## src/hdl/signed_integer_to_radix_digits_core_macros.svh

```systemverilog
// Assertion macros shared by the radix digit converter modules.
// Included by each module that checks its own logic; depends on nothing.
`ifndef SIGNED_INTEGER_TO_RADIX_DIGITS_CORE_MACROS_SVH
`define SIGNED_INTEGER_TO_RADIX_DIGITS_CORE_MACROS_SVH

// The consequent must hold in the same cycle as the antecedent.
`define SIRD_ASSERT_SAME(label, clk, rstn, ante, cons, msg) \
    label: assert property (@(posedge clk) disable iff (!(rstn)) (ante) |-> (cons)) \
        else $error(msg);

// The consequent must hold in the cycle after the antecedent.
`define SIRD_ASSERT_NEXT(label, clk, rstn, ante, cons, msg) \
    label: assert property (@(posedge clk) disable iff (!(rstn)) (ante) |=> (cons)) \
        else $error(msg);

`endif

```

## src/hdl/sird_pkg.sv

```systemverilog
// Shared constants, register indexes and controller/datapath structs.
// Used by every module of the radix digit converter; depends on nothing.
`timescale 1ns / 1ps

package sird_pkg;

    localparam int VALUE_WIDTH = 32;
    localparam int MAX_DIGITS  = 32;
    localparam int DIGIT_W     = 4;
    localparam int CHAR_W      = 8;
    localparam int RADIX_W     = 5;
    localparam int ALPHA_W     = 64;
    localparam int CFG_INDEX_W = 2;
    localparam int COUNT_W     = $clog2(MAX_DIGITS + 1);
    localparam int IDX_W       = $clog2(MAX_DIGITS);
    localparam int DIV_BITS    = 8;
    localparam int DIV_STEPS   = VALUE_WIDTH / DIV_BITS;
    localparam int DIV_STEP_W  = $clog2(DIV_STEPS);

    localparam logic [CHAR_W-1:0]  MINUS_CHAR  = 8'h2D;
    localparam logic [RADIX_W-1:0] RADIX_MIN   = 5'd2;
    localparam logic [RADIX_W-1:0] RADIX_MAX   = 5'd16;
    localparam logic [RADIX_W-1:0] RADIX_RESET = 5'd10;

    localparam logic [CFG_INDEX_W-1:0] REG_RADIX    = 2'd0;
    localparam logic [CFG_INDEX_W-1:0] REG_CHARS_LO = 2'd1;
    localparam logic [CFG_INDEX_W-1:0] REG_CHARS_HI = 2'd2;

    typedef struct packed {
        logic load;
        logic store_zero;
        logic div_start;
        logic store_digit;
        logic emit_minus;
        logic emit_digit;
    } sird_cmd_t;

    typedef struct packed {
        logic mag_zero;
        logic count_zero;
        logic count_full;
        logic count_one;
        logic negative;
        logic div_done;
        logic out_free;
    } sird_sts_t;

endpackage

```

## src/hdl/signed_integer_to_radix_digits_core.sv

```systemverilog
// Top level of the signed integer to radix digit string converter.
// Depends on sird_pkg, sird_ctrl, sird_datapath and sird_divider.
//
// Channel   Direction  Word contents (lowest bit first)
// s_        in         tdata: value (32 bits, signed)
// m_        out        tdata: character (8 bits); tlast: last
// cfg_      in         cfg_index: register index; cfg_data: register value
//
// For each digit the controller starts the divider, waits while it retires eight
// quotient bits a cycle, then stores the remainder as the digit. The digits are
// emitted most significant first, after the minus sign, which is written to the
// output word in the sign state.
// Reset is synchronous and active low; the radix returns to ten. A stalled
// output word holds the controller, and a new value is taken only when idle.
`timescale 1ns / 1ps

module signed_integer_to_radix_digits_core (
    input  logic                                 aclk,
    input  logic                                 aresetn,
    input  logic                                 s_tvalid,
    output logic                                 s_tready,
    input  logic [sird_pkg::VALUE_WIDTH-1:0]     s_tdata,   // [31:0] value
    output logic                                 m_tvalid,
    input  logic                                 m_tready,
    output logic [sird_pkg::CHAR_W-1:0]          m_tdata,   // [7:0] character
    output logic                                 m_tlast,
    input  logic                                 cfg_valid,
    output logic                                 cfg_ready,
    input  logic [sird_pkg::CFG_INDEX_W-1:0]     cfg_index,
    input  logic [sird_pkg::ALPHA_W-1:0]         cfg_data
);

    sird_pkg::sird_cmd_t cmd;
    sird_pkg::sird_sts_t sts;

    assign cfg_ready = 1'b1;

    sird_ctrl u_ctrl (
        .aclk     (aclk),
        .aresetn  (aresetn),
        .in_valid (s_tvalid),
        .in_ready (s_tready),
        .sts      (sts),
        .cmd      (cmd)
    );

    sird_datapath u_datapath (
        .aclk      (aclk),
        .aresetn   (aresetn),
        .cfg_write (cfg_valid && cfg_ready),
        .cfg_index (cfg_index),
        .cfg_data  (cfg_data),
        .value     (s_tdata),
        .m_ready   (m_tready),
        .cmd       (cmd),
        .sts       (sts),
        .m_valid   (m_tvalid),
        .m_char    (m_tdata),
        .m_last    (m_tlast)
    );

endmodule

```

## src/hdl/sird_divider.sv

```systemverilog
// Iterative divider of the magnitude by the radix, eight quotient bits a cycle.
// Uses constants from sird_pkg; instantiated by the datapath.
`timescale 1ns / 1ps
`include "signed_integer_to_radix_digits_core_macros.svh"

module sird_divider (
    input  logic                                 aclk,
    input  logic                                 aresetn,
    input  logic                                 start,
    input  logic [sird_pkg::VALUE_WIDTH-1:0]     dividend,
    input  logic [sird_pkg::RADIX_W-1:0]         divisor,
    output logic                                 done,
    output logic [sird_pkg::VALUE_WIDTH-1:0]     quotient,
    output logic [sird_pkg::DIGIT_W-1:0]         remainder
);

    logic                                busy_reg, busy_next;
    logic                                done_reg, done_next;
    logic [sird_pkg::DIV_STEP_W-1:0]     step_reg, step_next;
    logic [sird_pkg::VALUE_WIDTH-1:0]    work_reg, work_next;
    logic [sird_pkg::DIGIT_W-1:0]        rem_reg, rem_next;
    logic [sird_pkg::RADIX_W-1:0]        base_reg, base_next;

    logic [sird_pkg::VALUE_WIDTH-1:0]    w_c;
    logic [sird_pkg::DIGIT_W-1:0]        r_c;
    logic [sird_pkg::RADIX_W-1:0]        t_c;
    logic [sird_pkg::RADIX_W-1:0]        d_c;

    always_comb begin
        w_c = work_reg;
        r_c = rem_reg;
        t_c = '0;
        d_c = '0;
        for (int i = 0; i < sird_pkg::DIV_BITS; i++) begin
            t_c = {r_c, w_c[sird_pkg::VALUE_WIDTH-1]};
            w_c = {w_c[sird_pkg::VALUE_WIDTH-2:0], 1'b0};
            if (t_c >= base_reg) begin
                d_c    = t_c - base_reg;
                r_c    = d_c[sird_pkg::DIGIT_W-1:0];
                w_c[0] = 1'b1;
            end else begin
                r_c = t_c[sird_pkg::DIGIT_W-1:0];
            end
        end
    end

    always_comb begin
        busy_next = busy_reg;
        done_next = 1'b0;
        step_next = step_reg;
        work_next = work_reg;
        rem_next  = rem_reg;
        base_next = base_reg;
        if (start) begin
            busy_next = 1'b1;
            step_next = '0;
            work_next = dividend;
            rem_next  = '0;
            base_next = divisor;
        end else if (busy_reg) begin
            work_next = w_c;
            rem_next  = r_c;
            step_next = step_reg + 1'b1;
            if (step_reg == sird_pkg::DIV_STEP_W'(sird_pkg::DIV_STEPS - 1)) begin
                busy_next = 1'b0;
                done_next = 1'b1;
            end
        end
    end

    always_ff @(posedge aclk) begin
        if (!aresetn) begin
            busy_reg <= 1'b0;
            done_reg <= 1'b0;
            step_reg <= '0;
        end else begin
            busy_reg <= busy_next;
            done_reg <= done_next;
            step_reg <= step_next;
        end
        work_reg <= work_next;
        rem_reg  <= rem_next;
        base_reg <= base_next;
    end

    assign done      = done_reg;
    assign quotient  = work_reg;
    assign remainder = rem_reg;

    `SIRD_ASSERT_SAME(a_rem_below_base, aclk, aresetn, done_reg, {1'b0, rem_reg} < base_reg, "remainder not below radix")
    `SIRD_ASSERT_SAME(a_start_when_free, aclk, aresetn, start, !busy_reg, "divider restarted while busy")

endmodule

```

## src/hdl/sird_datapath.sv

```systemverilog
// Datapath: configuration registers, magnitude, digit store, output word register.
// Uses sird_pkg and instantiates sird_divider; driven by sird_ctrl commands.
`timescale 1ns / 1ps
`include "signed_integer_to_radix_digits_core_macros.svh"

module sird_datapath (
    input  logic                                  aclk,
    input  logic                                  aresetn,
    input  logic                                  cfg_write,
    input  logic [sird_pkg::CFG_INDEX_W-1:0]      cfg_index,
    input  logic [sird_pkg::ALPHA_W-1:0]          cfg_data,
    input  logic [sird_pkg::VALUE_WIDTH-1:0]      value,
    input  logic                                  m_ready,
    input  sird_pkg::sird_cmd_t                   cmd,
    output sird_pkg::sird_sts_t                   sts,
    output logic                                  m_valid,
    output logic [sird_pkg::CHAR_W-1:0]           m_char,
    output logic                                  m_last
);

    logic [sird_pkg::RADIX_W-1:0]      radix_reg, radix_next;
    logic [sird_pkg::ALPHA_W-1:0]      chars_lo_reg, chars_lo_next;
    logic [sird_pkg::ALPHA_W-1:0]      chars_hi_reg, chars_hi_next;
    logic [sird_pkg::VALUE_WIDTH-1:0]  mag_reg, mag_next;
    logic                              neg_reg, neg_next;
    logic [sird_pkg::COUNT_W-1:0]      count_reg, count_next;
    logic [sird_pkg::DIGIT_W-1:0]      digit_reg [sird_pkg::MAX_DIGITS];
    logic                              out_valid_reg, out_valid_next;
    logic [sird_pkg::CHAR_W-1:0]       out_char_reg, out_char_next;
    logic                              out_last_reg, out_last_next;

    logic [sird_pkg::RADIX_W-1:0]      base;
    logic [sird_pkg::COUNT_W-1:0]      count_dec;
    logic [sird_pkg::DIGIT_W-1:0]      emit_digit;
    logic [2*sird_pkg::ALPHA_W-1:0]    alphabet;
    logic [sird_pkg::CHAR_W-1:0]       digit_char;
    logic                              out_free;
    logic                              div_done;
    logic [sird_pkg::VALUE_WIDTH-1:0]  div_quot;
    logic [sird_pkg::DIGIT_W-1:0]      div_rem;

    always_comb begin
        if (radix_reg inside {[5'd0:5'd1]}) begin
            base = sird_pkg::RADIX_MIN;
        end else if (radix_reg > sird_pkg::RADIX_MAX) begin
            base = sird_pkg::RADIX_MAX;
        end else begin
            base = radix_reg;
        end
    end

    sird_divider u_divider (
        .aclk      (aclk),
        .aresetn   (aresetn),
        .start     (cmd.div_start),
        .dividend  (mag_reg),
        .divisor   (base),
        .done      (div_done),
        .quotient  (div_quot),
        .remainder (div_rem)
    );

    assign count_dec  = count_reg - sird_pkg::COUNT_W'(1);
    assign emit_digit = digit_reg[count_dec[sird_pkg::IDX_W-1:0]];
    assign alphabet   = {chars_hi_reg, chars_lo_reg};
    assign digit_char = alphabet[{emit_digit, 3'b000} +: sird_pkg::CHAR_W];
    assign out_free   = !out_valid_reg || m_ready;

    always_comb begin
        radix_next    = radix_reg;
        chars_lo_next = chars_lo_reg;
        chars_hi_next = chars_hi_reg;
        if (cfg_write) begin
            case (cfg_index)
                sird_pkg::REG_RADIX:    radix_next    = cfg_data[sird_pkg::RADIX_W-1:0];
                sird_pkg::REG_CHARS_LO: chars_lo_next = cfg_data;
                sird_pkg::REG_CHARS_HI: chars_hi_next = cfg_data;
                default: begin
                end
            endcase
        end
    end

    always_comb begin
        mag_next   = mag_reg;
        neg_next   = neg_reg;
        count_next = count_reg;
        if (cmd.load) begin
            neg_next   = value[sird_pkg::VALUE_WIDTH-1];
            mag_next   = value[sird_pkg::VALUE_WIDTH-1] ? (~value + 1'b1) : value;
            count_next = '0;
        end else if (cmd.store_zero) begin
            count_next = sird_pkg::COUNT_W'(1);
        end else if (cmd.store_digit) begin
            mag_next   = div_quot;
            count_next = count_reg + 1'b1;
        end else if (cmd.emit_digit) begin
            count_next = count_dec;
        end
    end

    always_comb begin
        out_valid_next = out_valid_reg;
        out_char_next  = out_char_reg;
        out_last_next  = out_last_reg;
        if (cmd.emit_minus) begin
            out_valid_next = 1'b1;
            out_char_next  = sird_pkg::MINUS_CHAR;
            out_last_next  = 1'b0;
        end else if (cmd.emit_digit) begin
            out_valid_next = 1'b1;
            out_char_next  = digit_char;
            out_last_next  = (count_reg == sird_pkg::COUNT_W'(1));
        end else if (m_ready) begin
            out_valid_next = 1'b0;
        end
    end

    always_ff @(posedge aclk) begin
        if (!aresetn) begin
            radix_reg     <= sird_pkg::RADIX_RESET;
            chars_lo_reg  <= '0;
            chars_hi_reg  <= '0;
            neg_reg       <= 1'b0;
            count_reg     <= '0;
            out_valid_reg <= 1'b0;
        end else begin
            radix_reg     <= radix_next;
            chars_lo_reg  <= chars_lo_next;
            chars_hi_reg  <= chars_hi_next;
            neg_reg       <= neg_next;
            count_reg     <= count_next;
            out_valid_reg <= out_valid_next;
        end
        mag_reg      <= mag_next;
        out_char_reg <= out_char_next;
        out_last_reg <= out_last_next;
    end

    always_ff @(posedge aclk) begin
        if (cmd.store_zero) begin
            digit_reg[0] <= '0;
        end else if (cmd.store_digit) begin
            digit_reg[count_reg[sird_pkg::IDX_W-1:0]] <= div_rem;
        end
    end

    always_comb begin
        sts            = '0;
        sts.mag_zero   = (mag_reg == '0);
        sts.count_zero = (count_reg == '0);
        sts.count_full = (count_reg == sird_pkg::COUNT_W'(sird_pkg::MAX_DIGITS));
        sts.count_one  = (count_reg == sird_pkg::COUNT_W'(1));
        sts.negative   = neg_reg;
        sts.div_done   = div_done;
        sts.out_free   = out_free;
    end

    assign m_valid = out_valid_reg;
    assign m_char  = out_char_reg;
    assign m_last  = out_last_reg;

    `SIRD_ASSERT_SAME(a_no_overrun, aclk, aresetn, cmd.emit_minus || cmd.emit_digit, out_free, "output word overwritten before it was taken")
    `SIRD_ASSERT_NEXT(a_last_flag, aclk, aresetn, cmd.emit_digit && count_reg == sird_pkg::COUNT_W'(1), out_valid_reg && out_last_reg, "final digit not flagged")

endmodule

```

## src/hdl/sird_ctrl.sv

```systemverilog
// Controller state machine: sequences load, divisions, sign and digit output.
// Uses sird_pkg command and status structs; drives sird_datapath.
`timescale 1ns / 1ps
`include "signed_integer_to_radix_digits_core_macros.svh"

module sird_ctrl (
    input  logic                  aclk,
    input  logic                  aresetn,
    input  logic                  in_valid,
    output logic                  in_ready,
    input  sird_pkg::sird_sts_t   sts,
    output sird_pkg::sird_cmd_t   cmd
);

    typedef enum logic [4:0] {
        ST_IDLE  = 5'b00001,
        ST_START = 5'b00010,
        ST_WAIT  = 5'b00100,
        ST_SIGN  = 5'b01000,
        ST_EMIT  = 5'b10000
    } state_t;

    state_t state_reg, state_next;

    assign in_ready = (state_reg == ST_IDLE);

    always_comb begin
        state_next = state_reg;
        cmd        = '0;
        case (state_reg)
            ST_IDLE: begin
                if (in_valid) begin
                    cmd.load   = 1'b1;
                    state_next = ST_START;
                end
            end
            ST_START: begin
                if (sts.mag_zero && sts.count_zero) begin
                    cmd.store_zero = 1'b1;
                    state_next     = ST_SIGN;
                end else if (sts.mag_zero || sts.count_full) begin
                    state_next = ST_SIGN;
                end else begin
                    cmd.div_start = 1'b1;
                    state_next    = ST_WAIT;
                end
            end
            ST_WAIT: begin
                if (sts.div_done) begin
                    cmd.store_digit = 1'b1;
                    state_next      = ST_START;
                end
            end
            ST_SIGN: begin
                if (!sts.negative) begin
                    state_next = ST_EMIT;
                end else if (sts.out_free) begin
                    cmd.emit_minus = 1'b1;
                    state_next     = ST_EMIT;
                end
            end
            ST_EMIT: begin
                if (sts.out_free) begin
                    cmd.emit_digit = 1'b1;
                    if (sts.count_one) begin
                        state_next = ST_IDLE;
                    end
                end
            end
            default: begin
                state_next = ST_IDLE;
            end
        endcase
    end

    always_ff @(posedge aclk) begin
        if (!aresetn) begin
            state_reg <= ST_IDLE;
        end else begin
            state_reg <= state_next;
        end
    end

    `SIRD_ASSERT_SAME(a_emit_has_digit, aclk, aresetn, state_reg == ST_EMIT, !sts.count_zero, "digit output with no digit stored")

endmodule
```

## config.mk

```make
export PLATFORM = sky130hd
export DESIGN_NAME = signed_integer_to_radix_digits_core
export DESIGN_NICKNAME = d
export VERILOG_FILES = /design/src/hdl/sird_pkg.sv /design/src/hdl/signed_integer_to_radix_digits_core.sv /design/src/hdl/sird_divider.sv /design/src/hdl/sird_datapath.sv /design/src/hdl/sird_ctrl.sv
export VERILOG_INCLUDE_DIRS = /design/src /design/src/hdl
export SDC_FILE = /design/constraint.sdc
export NUM_CORES = 1
export LEC_CHECK = 0
export BUFFER_PORTS_ARGS = -buffer_cell sky130_fd_sc_hd__buf_4
export CAP_MARGIN = 20
export CELL_PAD_IN_SITES_DETAIL_PLACEMENT = 0
export CELL_PAD_IN_SITES_GLOBAL_PLACEMENT = 2
export CORE_MARGIN = 2
export CORE_UTILIZATION = 44
export DETAILED_ROUTE_END_ITERATION = 16
export GPL_TIMING_DRIVEN = 0
export PLACE_DENSITY = 0.84
export SLEW_MARGIN = 10
export SYNTH_ARGS = -nofsm -noshare
export SYNTH_HDL_FRONTEND = slang
export SYNTH_SLANG_ARGS = --single-unit
```

## constraint.sdc

```tcl
create_clock -name aclk -period 19.94 [get_ports aclk]
set_input_delay 1.994 -clock aclk [delete_from_list [all_inputs] [get_ports aclk]]
set_output_delay 1.994 -clock aclk [all_outputs]
set_load 0.01 [all_outputs]
```

-- After elaboration in Yosys (flattened, before gate mapping)
Memories as Yosys holds them, arrays and structs flattened.
Cells that the tools add are included.
- add/sub/neg operators: 12
- eq/ne operators: 16
- shifts and indexed selects: 1
- order comparisons: 11
- bitwise operators: 3
- multiplexer cells: 62
- reductions and logical operators: 24
- operators by type and width (cell ; number):
    two-way mux 32 bit ; 6
    variable part select 128 x 8 -> 8 bit ; 1
    two-way mux 4 bit ; 11
    greater-or-equal comparator 5 bit ; 8
    two-way mux 5 bit ; 8
    two-way mux 1 bit ; 33
    adder 32 x 1 -> 32 bit, second input constant ; 1
    logical NOT 32 bit ; 1
    NOT 32 bit ; 1
    subtractor 4 bit ; 8
    one-hot mux 5 bit (5 select lines) ; 1
    two-way mux 6 bit ; 2
    AND reduction 2 bit ; 4
    adder 6 x 1 -> 6 bit, second input constant ; 1
    == test 6 x 1 -> 1 bit, second input constant ; 1
    == test 6 bit, second input constant ; 1
    logical NOT 6 bit ; 1
    != test 2 x 1 -> 1 bit, second input constant ; 3
    nonzero test 2 bit ; 3
    nonzero test 3 bit ; 2
    OR reduction 2 bit ; 3
    OR reduction 3 bit ; 2
    subtractor 6 x 1 -> 6 bit, second input constant ; 1
    == test 5 x 1 -> 1 bit, second input constant ; 1
    other kinds (20) ; 25
- word-level logic and storage cells: 148
- output and inout port bits: 12
- bits in writable memories: 128
- bits of input ports: 103
- register bits after elaboration: 232
- memories: 1
- memory list (name ; words ; bits a word ; read ports ; clocked after memory_dff ; wr ports ; line ; source):
    u_datapath.digit_reg ; 32 ; 4 ; 1 ; 0 ; 1 ; sird_datapath.sv:27 ; logic [sird_pkg::DIGIT_W-1:0] digit_reg [sird_pkg::MAX_DIGITS];

-- Longest topological paths before layout
- depth in word-level cells: 18
- mapped depth: 66
- mapped depth without buffers: 65

-- Hierarchy
From an unflattened synthesis, not the netlist that was laid out.
- cells, all modules: 1662
- area total of the unflattened synthesis: 18129.9 um^2
- by module, submodules not included (module ; cells an instance ; instances ; seq. area each (um^2) ; area each (um^2)):
    sird_datapath ; 1274 ; 1 ; 7807.5 ; 14122.3
    sird_divider ; 337 ; 1 ; 1271.2 ; 3594.7
    sird_ctrl ; 49 ; 1 ; 100.1 ; 401.6
    signed_integer_to_radix_digits_core ; 2 ; 1 ; 0.0 ; 11.3

-- Least setup slack after synthesis
OpenSTA, ideal clock, no wires.
- path kind: register to register
- start: reg u_datapath.u_divider.base_reg[1] in the netlist's numbering
- end: reg u_datapath.u_divider.rem_reg, in the netlist u_datapath.u_divider.remainder[1]
- path slack: 8.012 ns
- clock period less this slack: 11.928 ns
- cell stages (with the launch flop): 66
- library setup time: 0.136 ns
- path buffers: 1
- data required time: 19.804 ns
- data arrival time: 11.792 ns
- cells stage by stage: edfxtp_1 > inv_1 > ha_1 > nor2b_1 > o21ai_0 > nand3b_1 > a21o_1 > a21o_1 > mux2_2 > inv_1 > ha_1 > nor2b_1 > o21ai_0 > nand3b_1 > a21o_1 > a21o_1 > mux2_2 > inv_1 > [... 30 more ...] > clkbuf_1 > mux2_2 > inv_1 > ha_1 > nor2b_1 > o21ai_0 > nand3b_1 > a21o_1 > a21o_1 > mux2i_1 > ha_1 > a21o_1 > a21o_1 > a21o_1 > a21o_1 > mux2_2 > mux2i_1 > nor2_1
- cells in the longest elaborated chain, start to end: 16
- elaborated cells between the ends (all ways): 24
- classes of those cells: add/sub: 8; order compare: 8; mux: 8
- RTL lines (element ; line ; source):
    start, declared ; sird_divider.sv:22 ; logic [sird_pkg::RADIX_W-1:0] base_reg, base_next;
    start signal, assigned ; sird_divider.sv:83 ; base_reg <= base_next;
    subtractor 4 bit or greater-or-equal comparator 5 bit (tied branches) ; sird_divider.sv:38, sird_divider.sv:37 ;
    two-way mux 4 bit ; sird_divider.sv:37 ; if (t_c >= base_reg) begin
    subtractor 4 bit or greater-or-equal comparator 5 bit (tied branches) ; sird_divider.sv:38, sird_divider.sv:37 ;
    two-way mux 4 bit ; sird_divider.sv:37 ;
    subtractor 4 bit or greater-or-equal comparator 5 bit (tied branches) ; sird_divider.sv:38, sird_divider.sv:37 ;
    two-way mux 4 bit ; sird_divider.sv:37 ;
    greater-or-equal comparator 5 bit or subtractor 4 bit (tied branches) ; sird_divider.sv:37, sird_divider.sv:38 ;
    two-way mux 4 bit ; sird_divider.sv:37 ;
    subtractor 4 bit or greater-or-equal comparator 5 bit (tied branches) ; sird_divider.sv:38, sird_divider.sv:37 ;
    two-way mux 4 bit ; sird_divider.sv:37 ;
    subtractor 4 bit or greater-or-equal comparator 5 bit (tied branches) ; sird_divider.sv:38, sird_divider.sv:37 ;
    two-way mux 4 bit ; sird_divider.sv:37 ;
    greater-or-equal comparator 5 bit or subtractor 4 bit (tied branches) ; sird_divider.sv:37, sird_divider.sv:38 ;
    two-way mux 4 bit ; sird_divider.sv:37 ;
    subtractor 4 bit or greater-or-equal comparator 5 bit (tied branches) ; sird_divider.sv:38, sird_divider.sv:37 ;
    two-way mux 4 bit (*) ; sird_divider.sv:37 ;
    end signal, assigned ; sird_divider.sv:82 ; rem_reg <= rem_next;
    end, declared ; sird_divider.sv:21 ; logic [sird_pkg::DIGIT_W-1:0] rem_reg, rem_next;
Mark *: on every way between the ends. The rest lies on a longest branch, timed or not.
A chain may end at the register's enable or synchronous reset.

-- Worst setup path in the final report
Same ends and word-level chain as after synthesis.

==> impl_summary.log <==
[metrics] total negative setup slack: 0 ps
[metrics] #FFs+latches synth: 360
[metrics] crit share post-route: 0.695
[metrics] Resize count post-CTS: 0
[metrics] outcome: finished clean
[metrics] final-report hold violation count: 0
[metrics] number of buffers on the longest clock path: 3
[metrics] share of synthesized area occupied by flip-flops and latches: 0.519
[metrics] number of buffers created by CTS: 40
[metrics] via count of the routed design: 12600
[metrics] buffers inserted by post-CTS timing repair: 0
[metrics] most common cell type on the critical path: sky130_fd_sc_hd__a21o_1
[metrics] Vert. Die Dim: 205 µm
[metrics] root buffer cell: sky130_fd_sc_hd__clkbuf_16
[metrics] post-synthesis cell type count: 66
[metrics] Hold Worst Slack: 460 ps
[metrics] number of top-level pins: 115
[metrics] die outline width: 205 µm
[metrics] placement-stage cell area: 19200 µm²
[metrics] standard-cell row count: 73
[metrics] hold bufs inserted after CTS: 0
[metrics] RSZ-0062 raised after global routing: false
[metrics] via count of the first global-routing pass: 12500
[metrics] worst setup path class: register to register
[metrics] Critical Path Source Type: register
[metrics] number of synthesis warnings: 0
[metrics] global-route wire length before repair: 74.2 mm
[metrics] asr flop ratio synth: 0
[metrics] Cell Area, Synth: 17700 µm²
[metrics] effective utilization at floorplan: 0.445
[metrics] overall track demand over capacity in global routing: 0.236
[metrics] Crit Path Max Fanout: 10
[metrics] pin count of the biggest net entering global routing: 33
[metrics] Util after Layout: 0.516
[metrics] number of nets in the layout: 1934
[metrics] residual DRC count: 0
[metrics] vias per cell: 5.38
[metrics] stage delay of the slowest cell on the critical path: 690 ps
[metrics] clock insertion delay at the later pin of the skew report: 560 ps
[metrics] number of max-cap violations: 0
[metrics] final number of max-transition violations: 0
[metrics] post-DR wirelength/cell: 20.9 µm
[metrics] Max IR drop VDD: 0.000268 V
[metrics] dominant cells by area after synthesis: sky130_fd_sc_hd__edfxtp_1 33%, sky130_fd_sc_hd__dfxtp_1 18%, sky130_fd_sc_hd__nand2_1 7.8%, sky130_fd_sc_hd__a21boi_0 5.5%, sky130_fd_sc_hd__mux2i_1 5.0%
[metrics] Fmax: 72.2 MHz
[metrics] total design power: 3.90 mW
[metrics] commonest register cell after synthesis: sky130_fd_sc_hd__edfxtp_1
[metrics] Relative slew margins: 0.249
[metrics] Core Region: 39700 µm²
[metrics] total power per unit cell area: 190 nW/µm²
[metrics] total length of routed wires: 48.9 mm
[metrics] CTS HTree Levels: 2
[metrics] Post-Syn Nets: 1775
[metrics] initial antenna violation count: 4
[metrics] dpl hpwl: 36.6 mm
[metrics] synthesized instance count: 1619
[metrics] leak pwr: 8.16 nW
[metrics] setup clock skew after layout: 32.5 ps
[metrics] final design area excluding fillers: 20500 µm²
[metrics] layout cell share with drive strength beyond 1: 0.168
[metrics] data required time at the worst endpoint: 20330 ps
[metrics] count of routing violations after the opening detailed-route iteration: 724
[metrics] leftover overflow at the end of global routing: 0
[metrics] total setup violations reported at the end of the flow: 0
[metrics] max FFs per register: 128
[metrics] mean area per synthesized cell: 10.9 µm²
[metrics] critical path endpoint category: register
[metrics] number of search-and-repair iterations in the first detailed-routing pass: 7
[metrics] synthesis-to-layout area growth: 15.8%
[metrics] Tightest Pin Transition: 1130 ps
[metrics] number of buffers inserted by port buffering: 112
[metrics] final critical-path required period: 13850 ps
[metrics] global placement routability congestion: 0.854
[metrics] clock slew at reported path FFs: 60 ps
[metrics] clock tree from TritonCTS: built
[metrics] type of the worst min-delay path: register to register
[metrics] worst endpoint data arrival time: 14240 ps
[metrics] EDFF count, synth: 197
[metrics] top cell type by total area after synthesis: sky130_fd_sc_hd__edfxtp_1
[metrics] number of clock sinks: 360
[metrics] Critical Path Slowest Stage Cell: sky130_fd_sc_hd__edfxtp_1
[metrics] fraction of post-synthesis cell area in the top cell type by area: 0.334
[metrics] Die ar.: 41800 µm²
[metrics] residual antenna-violating net count after detailed routing: 0
## where the power goes
part / switching, mW / internal [mW]
sequential: 0.0532 / 0.912
combinational: 1.16 / 1.07
clock: 0.298 / 0.410
## cells in the final DEF, fill, tap and decap left out, drive strengths merged, types with 36 or more instances in the layout
cell type and n:
nand2 366, edfxtp 197, dfxtp 163, buf 145
a21boi 129, clkbuf 123, mux2i 88, nor2 71
mux2 58, o21ai 56, ha 45, inv 36
## critical path, delay by kind of cell (launching register included)
family,cells,cell delay (ps)
compound gates,25,5050
mux,9,3000
fa+ha+maj,8,2130
simple gates,15,1760
buf+inv,8,1100
flops,1,690
## final timing paths
check,cells after the start,endpoint,slack (ps),start
max,65,u_datapath.u_divider.remainder[1],6090,u_datapath.u_divider.base_reg[1]
min reg2reg,2,u_datapath.chars_lo_reg[56],460,u_datapath.chars_lo_reg[56]
max reg2reg,65,u_datapath.u_divider.remainder[1],6090,u_datapath.u_divider.base_reg[1]
min,2,u_datapath.chars_lo_reg[56],460,u_datapath.chars_lo_reg[56]
## synth_stat cells, types with 10 or more instances
master / instances
sky130_fd_sc_hd__a21boi_0: 129
sky130_fd_sc_hd__a21o_1: 15
sky130_fd_sc_hd__a21oi_1: 13
sky130_fd_sc_hd__a31oi_1: 10
sky130_fd_sc_hd__buf_2: 10
sky130_fd_sc_hd__clkbuf_1: 62
sky130_fd_sc_hd__dfxtp_1: 163
sky130_fd_sc_hd__edfxtp_1: 197
sky130_fd_sc_hd__ha_1: 45
sky130_fd_sc_hd__inv_1: 32
sky130_fd_sc_hd__mux2_2: 58
sky130_fd_sc_hd__mux2i_1: 88
sky130_fd_sc_hd__mux4_2: 34
sky130_fd_sc_hd__nand2_1: 366
sky130_fd_sc_hd__nand2b_1: 11
sky130_fd_sc_hd__nand3_1: 26
sky130_fd_sc_hd__nand3b_1: 12
sky130_fd_sc_hd__nor2_1: 71
sky130_fd_sc_hd__nor2b_1: 21
sky130_fd_sc_hd__nor4_1: 10
sky130_fd_sc_hd__o21ai_0: 54
sky130_fd_sc_hd__o31ai_1: 11
sky130_fd_sc_hd__xnor2_1: 20
sky130_fd_sc_hd__xor2_1: 34
## stage by stage
stage               setup slack, ps  cells
global route                   4710   2335
detailed placement             5890   2256
floorplan                      8010   1619
global placement               5990   2256
finish                         6090   2335
CTS                            5850   2328
## cell families (layout without fill, tap and decap cells)
group | after synthesis | in the layout | share of synthesized area
other cells | 1 | 3 | 0.000212
compound gates | 277 | 277 | 0.110
buf+inv | 124 | 313 | 0.0298
mux | 180 | 180 | 0.130
simple gates | 568 | 568 | 0.141
flops | 360 | 360 | 0.519
fa+ha+maj | 53 | 53 | 0.0409
xor+xnor | 56 | 56 | 0.0292
## layer usage
metal	GRT usage	vias up	share of wire	wire [µm]
li1	-	6097	-	-
met1	0.326	6095	0.46	22300
met2	0.390	302	0.48	23300
met3	0.0318	64	0.044	2150
met4	0.0644	0	0.022	1060
met5	0	-	0	0
## layout make-up
class,instances,area [µm²]
antenna,2,5.00
buffer,91,403
clock buffer,60,1140
clock inverter,12,95.1
fill,3587,19200
inverter,33,124
multi-input combinational,1135,8000
sequential,360,9180
tap,525,657
timing repair buffer,117,902
(Power assumes the default switching activity.)
